===== src/rtl/pssp_pkg.sv =====
// Shared types, codes and constants for the segmented font stream parser.
// No dependencies; used by every module in rtl/.
package pssp_pkg;

    // Segment header bytes
    localparam logic [7:0] SEG_MARKER  = 8'h80;
    localparam logic [7:0] TYPE_ASCII  = 8'd1;
    localparam logic [7:0] TYPE_BINARY = 8'd2;
    localparam logic [7:0] TYPE_EOF    = 8'd3;

    // Positions within a segment header (length bytes follow at 2..5)
    localparam logic [2:0] HDR_MARKER   = 3'd0;
    localparam logic [2:0] HDR_TYPE     = 3'd1;
    localparam logic [2:0] HDR_LEN_LAST = 3'd5;

    // Expected segment positions
    localparam logic [1:0] SEG_HEADER  = 2'd0;
    localparam logic [1:0] SEG_DATA    = 2'd1;
    localparam logic [1:0] SEG_TRAILER = 2'd2;
    localparam logic [1:0] SEG_END     = 2'd3;

    // Status codes
    localparam logic [1:0] ST_OK         = 2'd0;
    localparam logic [1:0] ST_BAD_MARKER = 2'd1;
    localparam logic [1:0] ST_WRONG_TYPE = 2'd2;
    localparam logic [1:0] ST_TRUNCATED  = 2'd3;

    // Result kinds
    localparam logic KIND_PAYLOAD = 1'b0;
    localparam logic KIND_SUMMARY = 1'b1;

    // Command queue between parser and output stage
    localparam int QUEUE_DEPTH = 4;
    localparam int QUEUE_AW    = $clog2(QUEUE_DEPTH);

    // Output bus widths
    localparam int TDATA_W = 112;
    localparam int TUSER_W = 3;

    // One queue entry: up to one payload byte followed by an optional summary
    typedef struct packed {
        logic        has_payload;
        logic        has_summary;
        logic [7:0]  pay_byte;
        logic [1:0]  pay_tag;
        logic [31:0] hdr_len;
        logic [31:0] dat_len;
        logic [31:0] trl_len;
        logic [1:0]  status;
    } cmd_t;

    // Queue state seen by the output stage
    typedef struct packed {
        logic valid;
        cmd_t head;
    } queue_head_t;

    function automatic logic [7:0] expected_type(input logic [1:0] seg);
        logic [7:0] t;
        begin
            case (seg)
                SEG_HEADER:  t = TYPE_ASCII;
                SEG_DATA:    t = TYPE_BINARY;
                SEG_TRAILER: t = TYPE_ASCII;
                SEG_END:     t = TYPE_EOF;
                default:     t = TYPE_EOF;
            endcase
            expected_type = t;
        end
    endfunction

endpackage


===== src/rtl/pssp_front.sv =====
// Parser front end: accepts raw bytes, tracks segment headers and lengths,
// and pushes payload/summary commands. Depends on pssp_pkg.
module pssp_front
(
    input  logic               clk,
    input  logic               rst_n,
    input  logic               in_valid,
    input  logic [7:0]         in_byte,
    input  logic               in_eof,
    output logic               in_ready,
    input  logic               q_full,
    output logic               push,
    output pssp_pkg::cmd_t     push_cmd
);

    localparam logic [2:0] HDR_MARKER_C = pssp_pkg::HDR_MARKER;

    logic [2:0]  hdr_idx_reg, hdr_idx_next;
    logic        in_pay_reg, in_pay_next;
    logic [1:0]  seg_reg, seg_next;
    logic [31:0] acc_reg, acc_next;
    logic [31:0] remain_reg, remain_next;
    logic [31:0] hdr_len_reg, hdr_len_next;
    logic [31:0] dat_len_reg, dat_len_next;
    logic [31:0] trl_len_reg, trl_len_next;
    logic [1:0]  status_reg, status_next;
    logic        fin_reg, fin_next;

    logic        accept;
    logic        pay_emit;
    logic [1:0]  lane;
    logic [31:0] acc_or;

    assign in_ready = !q_full;
    assign accept   = in_valid && in_ready;
    assign lane     = 2'(hdr_idx_reg - 3'd2);
    assign acc_or   = acc_reg | ({24'd0, in_byte} << {lane, 3'b000});

    always_comb
    begin
        hdr_idx_next = hdr_idx_reg;
        in_pay_next  = in_pay_reg;
        seg_next     = seg_reg;
        acc_next     = acc_reg;
        remain_next  = remain_reg;
        hdr_len_next = hdr_len_reg;
        dat_len_next = dat_len_reg;
        trl_len_next = trl_len_reg;
        status_next  = status_reg;
        fin_next     = fin_reg;
        pay_emit     = 1'b0;

        if (accept && !fin_reg)
        begin
            if (in_pay_reg)
            begin
                pay_emit    = 1'b1;
                remain_next = remain_reg - 32'd1;
                if (remain_reg == 32'd1)
                begin
                    in_pay_next  = 1'b0;
                    hdr_idx_next = HDR_MARKER_C;
                    seg_next     = seg_reg + 2'd1;
                end
            end
            else if (hdr_idx_reg == pssp_pkg::HDR_MARKER)
            begin
                if (in_byte != pssp_pkg::SEG_MARKER)
                begin
                    status_next = pssp_pkg::ST_BAD_MARKER;
                    fin_next    = 1'b1;
                end
                else
                begin
                    hdr_idx_next = pssp_pkg::HDR_TYPE;
                end
            end
            else if (hdr_idx_reg == pssp_pkg::HDR_TYPE)
            begin
                if (in_byte != pssp_pkg::expected_type(seg_reg))
                begin
                    status_next = pssp_pkg::ST_WRONG_TYPE;
                    fin_next    = 1'b1;
                end
                else if (in_byte == pssp_pkg::TYPE_EOF)
                begin
                    status_next = pssp_pkg::ST_OK;
                    fin_next    = 1'b1;
                end
                else
                begin
                    acc_next     = 32'd0;
                    hdr_idx_next = pssp_pkg::HDR_TYPE + 3'd1;
                end
            end
            else
            begin
                acc_next = acc_or;
                if (hdr_idx_reg != pssp_pkg::HDR_LEN_LAST)
                begin
                    hdr_idx_next = hdr_idx_reg + 3'd1;
                end
                else
                begin
                    if (seg_reg == pssp_pkg::SEG_HEADER)
                        hdr_len_next = acc_or;
                    else if (seg_reg == pssp_pkg::SEG_DATA)
                        dat_len_next = acc_or;
                    else
                        trl_len_next = acc_or;
                    hdr_idx_next = HDR_MARKER_C;
                    if (acc_or == 32'd0)
                    begin
                        seg_next = seg_reg + 2'd1;
                    end
                    else
                    begin
                        in_pay_next = 1'b1;
                        remain_next = acc_or;
                    end
                end
            end
        end

        // Summary snapshot is taken from the post-byte values
        push_cmd.has_payload = pay_emit;
        push_cmd.has_summary = in_eof;
        push_cmd.pay_byte    = in_byte;
        push_cmd.pay_tag     = seg_reg;
        push_cmd.hdr_len     = hdr_len_next;
        push_cmd.dat_len     = dat_len_next;
        push_cmd.trl_len     = trl_len_next;
        push_cmd.status      = fin_next ? status_next : pssp_pkg::ST_TRUNCATED;
        push                 = accept && (pay_emit || in_eof);

        // End of file: back to reset values for the next file
        if (accept && in_eof)
        begin
            hdr_idx_next = HDR_MARKER_C;
            in_pay_next  = 1'b0;
            seg_next     = pssp_pkg::SEG_HEADER;
            acc_next     = 32'd0;
            remain_next  = 32'd0;
            hdr_len_next = 32'd0;
            dat_len_next = 32'd0;
            trl_len_next = 32'd0;
            status_next  = pssp_pkg::ST_OK;
            fin_next     = 1'b0;
        end
    end

    always_ff @(posedge clk or negedge rst_n)
    begin
        if (!rst_n)
        begin
            hdr_idx_reg <= HDR_MARKER_C;
            in_pay_reg  <= 1'b0;
            seg_reg     <= pssp_pkg::SEG_HEADER;
            acc_reg     <= 32'd0;
            remain_reg  <= 32'd0;
            hdr_len_reg <= 32'd0;
            dat_len_reg <= 32'd0;
            trl_len_reg <= 32'd0;
            status_reg  <= pssp_pkg::ST_OK;
            fin_reg     <= 1'b0;
        end
        else
        begin
            hdr_idx_reg <= hdr_idx_next;
            in_pay_reg  <= in_pay_next;
            seg_reg     <= seg_next;
            acc_reg     <= acc_next;
            remain_reg  <= remain_next;
            hdr_len_reg <= hdr_len_next;
            dat_len_reg <= dat_len_next;
            trl_len_reg <= trl_len_next;
            status_reg  <= status_next;
            fin_reg     <= fin_next;
        end
    end

endmodule


===== src/rtl/pssp_queue.sv =====
// Short command queue between parser front end and output stage.
// Depends on pssp_pkg (cmd_t, queue depth).
module pssp_queue
(
    input  logic                      clk,
    input  logic                      rst_n,
    input  logic                      push,
    input  pssp_pkg::cmd_t            push_cmd,
    input  logic                      pop,
    output logic                      full,
    output pssp_pkg::queue_head_t     head
);

    localparam logic [pssp_pkg::QUEUE_AW:0] DEPTH_C =
        (pssp_pkg::QUEUE_AW + 1)'(pssp_pkg::QUEUE_DEPTH);
    localparam logic [pssp_pkg::QUEUE_AW-1:0] PTR_ONE_C =
        (pssp_pkg::QUEUE_AW)'(1);
    localparam logic [pssp_pkg::QUEUE_AW:0] CNT_ONE_C =
        (pssp_pkg::QUEUE_AW + 1)'(1);

    pssp_pkg::cmd_t                 mem_reg [pssp_pkg::QUEUE_DEPTH];
    logic [pssp_pkg::QUEUE_AW-1:0]  wr_ptr_reg, wr_ptr_next;
    logic [pssp_pkg::QUEUE_AW-1:0]  rd_ptr_reg, rd_ptr_next;
    logic [pssp_pkg::QUEUE_AW:0]    count_reg, count_next;

    assign full       = (count_reg == DEPTH_C);
    assign head.valid = (count_reg != '0);
    assign head.head  = mem_reg[rd_ptr_reg];

    always_comb
    begin
        wr_ptr_next = push ? wr_ptr_reg + PTR_ONE_C : wr_ptr_reg;
        rd_ptr_next = pop  ? rd_ptr_reg + PTR_ONE_C : rd_ptr_reg;
        count_next  = count_reg;
        if (push && !pop)
            count_next = count_reg + CNT_ONE_C;
        else if (pop && !push)
            count_next = count_reg - CNT_ONE_C;
    end

    always_ff @(posedge clk)
    begin
        if (push)
            mem_reg[wr_ptr_reg] <= push_cmd;
    end

    always_ff @(posedge clk or negedge rst_n)
    begin
        if (!rst_n)
        begin
            wr_ptr_reg <= '0;
            rd_ptr_reg <= '0;
            count_reg  <= '0;
        end
        else
        begin
            wr_ptr_reg <= wr_ptr_next;
            rd_ptr_reg <= rd_ptr_next;
            count_reg  <= count_next;
        end
    end

    a_count_bound: assert property (@(posedge clk) disable iff (!rst_n)
        count_reg <= DEPTH_C)
        else $error("queue count past depth");

    a_no_overflow: assert property (@(posedge clk) disable iff (!rst_n)
        (push && !pop) |-> !full)
        else $error("push into full queue");

endmodule


===== src/rtl/pssp_back.sv =====
// Output stage: drains queued commands into the registered result stream,
// payload byte first, then the summary. Depends on pssp_pkg.
module pssp_back
(
    input  logic                             clk,
    input  logic                             rst_n,
    input  pssp_pkg::queue_head_t            q,
    output logic                             pop,
    output logic                             m_tvalid,
    input  logic                             m_tready,
    output logic [pssp_pkg::TDATA_W-1:0]     m_tdata,
    output logic [pssp_pkg::TUSER_W-1:0]     m_tuser,
    output logic                             m_tlast
);

    logic        out_valid_reg, out_valid_next;
    logic        phase_reg, phase_next;      // payload half of a two-result entry sent
    logic [7:0]  byte_reg, byte_next;
    logic        kind_reg, kind_next;
    logic [1:0]  tag_reg, tag_next;
    logic [31:0] hdr_reg, hdr_next;
    logic [31:0] dat_reg, dat_next;
    logic [31:0] trl_reg, trl_next;
    logic [1:0]  status_reg, status_next;
    logic        load;
    logic        send_payload;

    assign load         = q.valid && (!out_valid_reg || m_tready);
    assign send_payload = q.head.has_payload && !phase_reg;

    always_comb
    begin
        out_valid_next = out_valid_reg && !m_tready;
        phase_next     = phase_reg;
        byte_next      = byte_reg;
        kind_next      = kind_reg;
        tag_next       = tag_reg;
        hdr_next       = hdr_reg;
        dat_next       = dat_reg;
        trl_next       = trl_reg;
        status_next    = status_reg;
        pop            = 1'b0;

        if (load)
        begin
            out_valid_next = 1'b1;
            if (send_payload)
            begin
                byte_next   = q.head.pay_byte;
                kind_next   = pssp_pkg::KIND_PAYLOAD;
                tag_next    = q.head.pay_tag;
                hdr_next    = 32'd0;
                dat_next    = 32'd0;
                trl_next    = 32'd0;
                status_next = pssp_pkg::ST_OK;
                if (q.head.has_summary)
                    phase_next = 1'b1;
                else
                    pop = 1'b1;
            end
            else
            begin
                byte_next   = 8'd0;
                kind_next   = pssp_pkg::KIND_SUMMARY;
                tag_next    = 2'd0;
                hdr_next    = q.head.hdr_len;
                dat_next    = q.head.dat_len;
                trl_next    = q.head.trl_len;
                status_next = q.head.status;
                phase_next  = 1'b0;
                pop         = 1'b1;
            end
        end
    end

    always_ff @(posedge clk or negedge rst_n)
    begin
        if (!rst_n)
        begin
            out_valid_reg <= 1'b0;
            phase_reg     <= 1'b0;
        end
        else
        begin
            out_valid_reg <= out_valid_next;
            phase_reg     <= phase_next;
        end
    end

    always_ff @(posedge clk)
    begin
        byte_reg   <= byte_next;
        kind_reg   <= kind_next;
        tag_reg    <= tag_next;
        hdr_reg    <= hdr_next;
        dat_reg    <= dat_next;
        trl_reg    <= trl_next;
        status_reg <= status_next;
    end

    assign m_tvalid = out_valid_reg;
    assign m_tdata  = {6'd0, status_reg, trl_reg, dat_reg, hdr_reg, byte_reg};
    assign m_tuser  = {tag_reg, kind_reg};
    assign m_tlast  = (kind_reg == pssp_pkg::KIND_SUMMARY);

    a_phase_entry: assert property (@(posedge clk) disable iff (!rst_n)
        phase_reg |-> (q.valid && q.head.has_payload && q.head.has_summary))
        else $error("split entry lost while summary pending");

    a_phase_summary: assert property (@(posedge clk) disable iff (!rst_n)
        (load && phase_reg) |=> (m_tvalid && kind_reg == pssp_pkg::KIND_SUMMARY))
        else $error("second half of split entry not a summary");

    a_no_early_pop: assert property (@(posedge clk) disable iff (!rst_n)
        (pop && q.head.has_payload && q.head.has_summary) |-> phase_reg)
        else $error("entry popped before both results sent");

endmodule


===== src/rtl/pfb_segment_stream_parser.sv =====
// Top level of the segmented font stream parser.
// Depends on pssp_pkg, pssp_front, pssp_queue, pssp_back.
//
// Usage:
//   Slave side (s_t*) takes the font file one byte per transfer; s_tlast
//   flags the final byte of the file. Master side (m_t*) returns results:
//   payload bytes tagged by section (clear header, binary data, trailer),
//   and on the final byte a summary with the three declared section
//   lengths and a status (ok, bad marker, wrong type, truncated). The
//   summary has m_tlast set and follows the payload byte of the same input.
//   Segment header bytes and bytes after an error or the end marker give
//   no result, except the summary when such a byte is the final byte.
// Result path: a byte accepted while the queue is empty is written into
//   the command queue, then loaded into the output register on m_t*.
// Throughput: one byte per cycle while the command queue is not full; the
//   front parser decides each byte combinationally (counter update and
//   compares). A final byte with payload fills the output register twice.
// Reset: the parser returns to the first segment header, the queue and
//   output register empty. Parser state also returns to reset after every
//   final byte, ready for the next file.
// Stall: when m_tready is low the output register holds its transfer; the
//   four-entry command queue keeps taking bytes until full, then s_tready
//   drops.
module pfb_segment_stream_parser
(
    input  logic                             clk,
    input  logic                             rst_n,
    input  logic                             s_tvalid,
    output logic                             s_tready,
    input  logic [7:0]                       s_tdata,   // [7:0] in_byte
    input  logic                             s_tlast,   // end_of_file
    output logic                             m_tvalid,
    input  logic                             m_tready,
    // [7:0] out_byte, [39:8] header_length, [71:40] data_length,
    // [103:72] trailer_length, [105:104] parse_status, [111:106] zero
    output logic [pssp_pkg::TDATA_W-1:0]     m_tdata,
    // [0] result_kind, [2:1] section_tag
    output logic [pssp_pkg::TUSER_W-1:0]     m_tuser,
    output logic                             m_tlast    // last_result
);

    logic                   q_full;
    logic                   push;
    pssp_pkg::cmd_t         push_cmd;
    logic                   pop;
    pssp_pkg::queue_head_t  q_head;

    pssp_front u_front
    (
        .clk      (clk),
        .rst_n    (rst_n),
        .in_valid (s_tvalid),
        .in_byte  (s_tdata),
        .in_eof   (s_tlast),
        .in_ready (s_tready),
        .q_full   (q_full),
        .push     (push),
        .push_cmd (push_cmd)
    );

    pssp_queue u_queue
    (
        .clk      (clk),
        .rst_n    (rst_n),
        .push     (push),
        .push_cmd (push_cmd),
        .pop      (pop),
        .full     (q_full),
        .head     (q_head)
    );

    pssp_back u_back
    (
        .clk      (clk),
        .rst_n    (rst_n),
        .q        (q_head),
        .pop      (pop),
        .m_tvalid (m_tvalid),
        .m_tready (m_tready),
        .m_tdata  (m_tdata),
        .m_tuser  (m_tuser),
        .m_tlast  (m_tlast)
    );

endmodule

===== config.mk =====
export PLATFORM = sky130hd
export DESIGN_NAME = pfb_segment_stream_parser
export DESIGN_NICKNAME = d
export VERILOG_FILES = /design/src/rtl/pssp_pkg.sv /design/src/rtl/pssp_front.sv /design/src/rtl/pssp_queue.sv /design/src/rtl/pssp_back.sv /design/src/rtl/pfb_segment_stream_parser.sv
export SDC_FILE = /design/constraint.sdc
export NUM_CORES = 1
export LEC_CHECK = 0
export ABC_CLOCK_PERIOD_IN_PS = 9800
export BUFFER_PORTS_ARGS = -buffer_cell sky130_fd_sc_hd__buf_4
export CORE_MARGIN = 4
export CORE_UTILIZATION = 30
export CTS_CLUSTER_SIZE = 40
export DETAILED_ROUTE_END_ITERATION = 7
export GPL_TIMING_DRIVEN = 0
export PLACE_DENSITY = 0.5
export REMOVE_ABC_BUFFERS = 1
export SLEW_MARGIN = 10
export SYNTH_ARGS = -nofsm -noshare
export SYNTH_HDL_FRONTEND = slang
export SYNTH_SLANG_ARGS = --single-unit

===== constraint.sdc =====
create_clock -name clk -period 9.8 [get_ports clk]
set_input_delay 0.98 -clock clk [delete_from_list [all_inputs] [get_ports clk]]
set_output_delay 0.98 -clock clk [all_outputs]
set_load 0.03 [all_outputs]

# After elaboration in Yosys (flattened, before gate mapping)
# Memories as Yosys holds them, arrays and structs flattened.
# Index checks and enable logic that the tools add are counted.
[op_classes] n_eq_ne=23 n_bitwise=1 n_addsub=8 n_shift=1 n_reduce_logical=31 mux=98
[op_table] cell="32-bit two-way mux" n=37
[op_table] cell="3-bit two-way mux" n=12
[op_table] cell="2-bit two-way mux" n=17
[op_table] cell="32-bit by 1-bit equality test with 1-bit output, second input constant" n=1
[op_table] cell="32-bit logical NOT" n=1
[op_table] cell="8-bit two-way mux" n=4
[op_table] cell="32-bit OR" n=1
[op_table] cell="8-bit by 5-bit << shifter with 32-bit output" n=1
[op_table] cell="32-bit by 1-bit subtractor with 32-bit output, second input constant" n=1
[op_table] cell="1-bit two-way mux" n=27
[op_table] cell="8-bit one-hot mux with 3 select lines" n=1
[op_table] cell="5-bit AND reduction" n=3
[op_table] cell="3-bit by 2-bit != test with 1-bit output, second input constant" n=4
[op_table] cell="3-bit != test, second input constant" n=4
[op_table] cell="5-bit by 3-bit != test with 1-bit output, second input constant" n=2
[op_table] cell="1-bit logical AND" n=9
[op_table] cell="8-bit by 2-bit equality test with 1-bit output, second input constant" n=1
[op_table] cell="8-bit != test" n=1
[op_table] cell="8-bit != test, second input constant" n=1
[op_table] cell="1-bit logical NOT" n=7
[op_table] cell="2-bit by 1-bit adder with 2-bit output, second input constant" n=3
[op_table] cell="3-bit by 1-bit adder with 3-bit output, second input constant" n=2
[op_table] cell="2-bit != test, second input constant" n=3
[op_table] cell="6-bit AND reduction" n=1
[op_table] cell="other kinds (14)" n=18
[word_totals] memories=1 ram_bits=440 reg_bits=287
[memory_table] name="u_queue.mem_reg" depth=4 word_bits=110 read_ports=1 rd_clocked_by_memory_dff=0 wr=1 line_no="pssp_queue.sv:21" text="pssp_pkg::cmd_t mem_reg [pssp_pkg::QUEUE_DEPTH];"

# Logic depth before layout (Yosys ltp)
[logic_depth] word_depth=14 ltp_mapped=10

# Cells and area by module
# From an unflattened synthesis, not the netlist that was laid out.
[unflattened] cells_unflattened=1797 hier_area_um2=28731.3
[by_module_without_submodules] module="pssp_queue" cells_each=609 instances=1 area_per_inst_um2=16276.9
[by_module_without_submodules] module="pssp_front" cells_each=941 instances=1 area_per_inst_um2=8282.9
[by_module_without_submodules] module="pssp_back" cells_each=247 instances=1 area_per_inst_um2=4171.5

# Worst setup path after synthesis
# OpenSTA, ideal clock, no wires.
[synth_path] path_kind="input port to flip-flop" startpoint="input port m_tready" endpoint="register u_queue.count_reg[1] (netlist name)" t_arrival_ps=7776 setup_ps=125 stages=7 setup_slack_ps=1899 path_cell_list="inv_1 > a21oi_1 > a21bo_2 > ha_1 > inv_1 > fa_1 > mux2_2"
[synth_via] elab_chain_cells=6 word_cells_on_any_way=8 classes_between="mux: 2; reduce/logical: 6"
[synth_rtl] element="start: declaration" line_no="pfb_segment_stream_parser.sv:33" text="input logic m_tready,"
[synth_rtl] element="1-bit logical OR" line_no="pssp_back.sv:28" text="assign load = q.valid && (!out_valid_reg || m_tready);"
[synth_rtl] element="1-bit logical AND" line_no="pssp_back.sv:28"
[synth_rtl] element="net u_back.load" line_no="pssp_back.sv:25" text="logic load;"
[synth_rtl] element="1-bit two-way mux" line_no="pssp_back.sv:44" text="if (load)"
[synth_rtl] element="1-bit logical NOT" line_no="pssp_queue.sv:35" text="if (push && !pop)"
[synth_rtl] element="1-bit logical AND" line_no="pssp_queue.sv:35"
[synth_rtl] element="3-bit two-way mux" line_no="pssp_queue.sv:35"
[synth_rtl] element="net u_queue.count_next (one bit)" line_no="pssp_queue.sv:24" text="logic [pssp_pkg::QUEUE_AW:0] count_reg, count_next;"
[synth_rtl] element="end signal: assignment" line_no="pssp_queue.sv:59" text="count_reg <= count_next;"
[synth_rtl] element="end: declaration" line_no="pssp_queue.sv:24"
# The timed path passes the listed nets, and every way through them passes these cells.
# A chain may end at the register's enable or synchronous reset.

==> flow_summary.ini <==
[synth]
ys_types = 72
synth_area_leaders = edfxtp_1, dfrtp_1, mux4_2
synth_common_cells = edfxtp_1, and2_1, dfrtp_1
ys_seq_elements = 727
synth_most_common_cell = edfxtp_1
syn_area_mm2 = 0.0286
synthArstFlopShare_pct = 24.5
synth-edff-count = 549
ys_warn_count = 0
synth_top_family_by_area = simple AND/OR/NAND/NOR gates
ys_seq_area_share_pct = 73.3
syn_avg_cell_area_um2 = 16.3
yosys.area_share.adder_pct = 0.508
synth.area.mux_share_pct = 8.85
synth_cells = 1757
synth_xor_area_share_pct = 0.184
yosys_most_used_dff = edfxtp_1
synthDominantCellAreaShare_pct = 57.7
synthSimpleGateAreaFrac_pct = 9.25
synth_area_leader_cell = edfxtp_1
synth-compound-area-share_pct = 6.01

[cts]
htree_num_levels = 3
cts_resized = 0
ctsHoldBuffers = 0
cts_buffers = 80
cts_setup_buffers = 0
cts_root_buf = clkbuf_16
cts_tree = built
clockBufferDepth = 3
clkTransAtPathRegs_ps = 60
cts.sinks = 727
clock_latency_ps = 620

[floorplanning]
die_area_mm2 = 0.100
initial_core_util_pct = 30.4
rows = 112
die_width_um = 317
num_io_pins = 131
core_area_mm2 = 0.0939
die_h_um = 317

[drt]
ant_nets = 0
m1WireLength_um = 29700
avgViaCountPerCell = 4.84
routed.top_layer = met5
drc = 0
drtIter0Drc = 1132
met2_length_um = 33200
wl_per_cell_um = 21.1
drt-total-wl_um = 68000
num_vias = 15600
dr.pass1.iters = 5
wl_met3_um = 3400

[global_routing]
grt_max_degree = 88
grt_use_total_pct = 13.7
antenna_found_initial = 3
grt_overflow = 0
grt_pass1_wl_um = 104000
grt_pass1_vias = 16500

[timing]
tns_ps = 0
timing.final.crit_period_ps = 4000
hold_viol_final = 0
final-max-slew-violation-count = 0
setup_slack_ps = 5800
fmax_mhz = 250
relSlewSlack_pct = 29.8
fin_worst_skew_ps = 17.4
tightest_slew_ps = 1050
hold_slack_ps = 241
setup_viol = 0
rsz0062_at_grt = no
final.period_utilization_pct = 40.8

[power_and_ir_drop]
p_total_w = 0.0108
power_density_mw_per_mm2 = 314
ir_worst_vdd_uv = 127
p_leak_nw = 12.4

[cells_and_area]
fill_cells = 8852
seqCellArea_mm2 = 0.0209
multi_input_area_mm2 = 0.00720
drive_above_1_share_pct = 21.8
final_cells = 3227
area_delta_synth_final_pct = 20.0
num_antenna_cells = 0
nets = 1930
largest_register_ffs = 440

[setup_path]
crit_path_start_kind = flop
endpoint_kind = flop
cp.arrival_ps = 4540
required_ps = 10340
timing_worst_setup_path_type = reg2reg
crit_fanout = 11

[run_status]
status = complete, no violations

[place]
gp_congestion = 0.791
dp_cells = 3078
post-place-ws_ps = 5850
numPortBuffers = 124
hpwl_um = 40900

[worst_hold_path]
hold_path_class = in2async

[flow_run]
cap_violations = 0
[power by group]
group / internal [W] / total (W) / switching, W
clock network: 0.00182 / 0.00304 / 0.00122
registers: 0.00414 / 0.00444 / 0.000301
logic: 0.00132 / 0.00329 / 0.00198
[per-stage QoR]
step | instance area, µm² | utilization [%]
global placement | 30600 | 32.6
CTS | 34300 | 36.5
detailed placement | 31600 | 33.6
global route | 34300 | 36.5
finish | 34300 | 36.5
floorplan | 28100 | -
[area by class of cell]
cell class | instances | area share [%]
clock buffers | 120 | 6.93
clock inverters | 29 | 0.960
inverters | 23 | 0.259
multi-input cells | 906 | 21.0
flip-flops and latches | 727 | 61.1
well taps | 1254 | 4.58
repair buffers | 168 | 5.19
[layer usage]
layer  GRT usage (%)  vias up
li1                -     6977
met1            18.2     8166
met2            22.7      365
met3            2.62      115
met4            4.30        4
met5               0        -
[path summary, 6_finish.rpt]
check | start | endpoint | slack, ps | cells after the start
max | u_front.hdr_idx_reg[0] | u_front.dat_len_reg[19] | 5800 | 11
min | rst_n | u_front.dat_len_reg[20] | 240 | 1
max reg2reg | u_front.hdr_idx_reg[0] | u_front.dat_len_reg[19] | 5800 | 11
min reg2reg | u_queue.count_reg[2] | u_queue.count_reg[2] | 490 | 1
max in group asynchronous | rst_n | u_front.in_pay_reg | 8740 | 2
min in group clk | u_queue.count_reg[2] | u_queue.count_reg[2] | 490 | 1
[kinds of logic (layout without fill, tap and decap cells)]
kind of cell    after synthesis  count (layout)
compound gates              282             282
xor+xnor                      6               6
fa+ha+maj                    11              11
buf+inv                     129             340
flops                       727             727
mux                         116             116
other cells                   1               6
simple gates                485             485
[cell usage in the layout (no fill, tap or decap), types with 6 or more instances in the layout]
master       n
and2_1     208
clkinv_2     8
clkbuf_8    18
nand2_1     28
buf_16      19
o2bb2ai_1   33
dfrtp_1    175
nor4_1      15
nor3_1      27
inv_1       22
nand4_1     10
conb_1       6
buf_12       7
clkinv_1     6
a21oi_1    153
edfxtp_1   549
buf_4      130
ha_1        10
o21ai_0     37
mux4_2     109
nor2_1     140
clkbuf_1    20
nand2b_1     6
o221ai_1     7
nand3_1     10
clkbuf_16   82
[critical path: stages, from the launching register on]
cell	delay, ps
dfrtp_1	520
nor2b_1	740
nand2_1	340
nor4b_2	690
buf_4	290
buf_4	190
buf_2	240
buf_4	220
buf_4	180
nor2_1	50
a21oi_1	270
and2_1	180
Note: power is estimated with default switching activity, not from simulation.
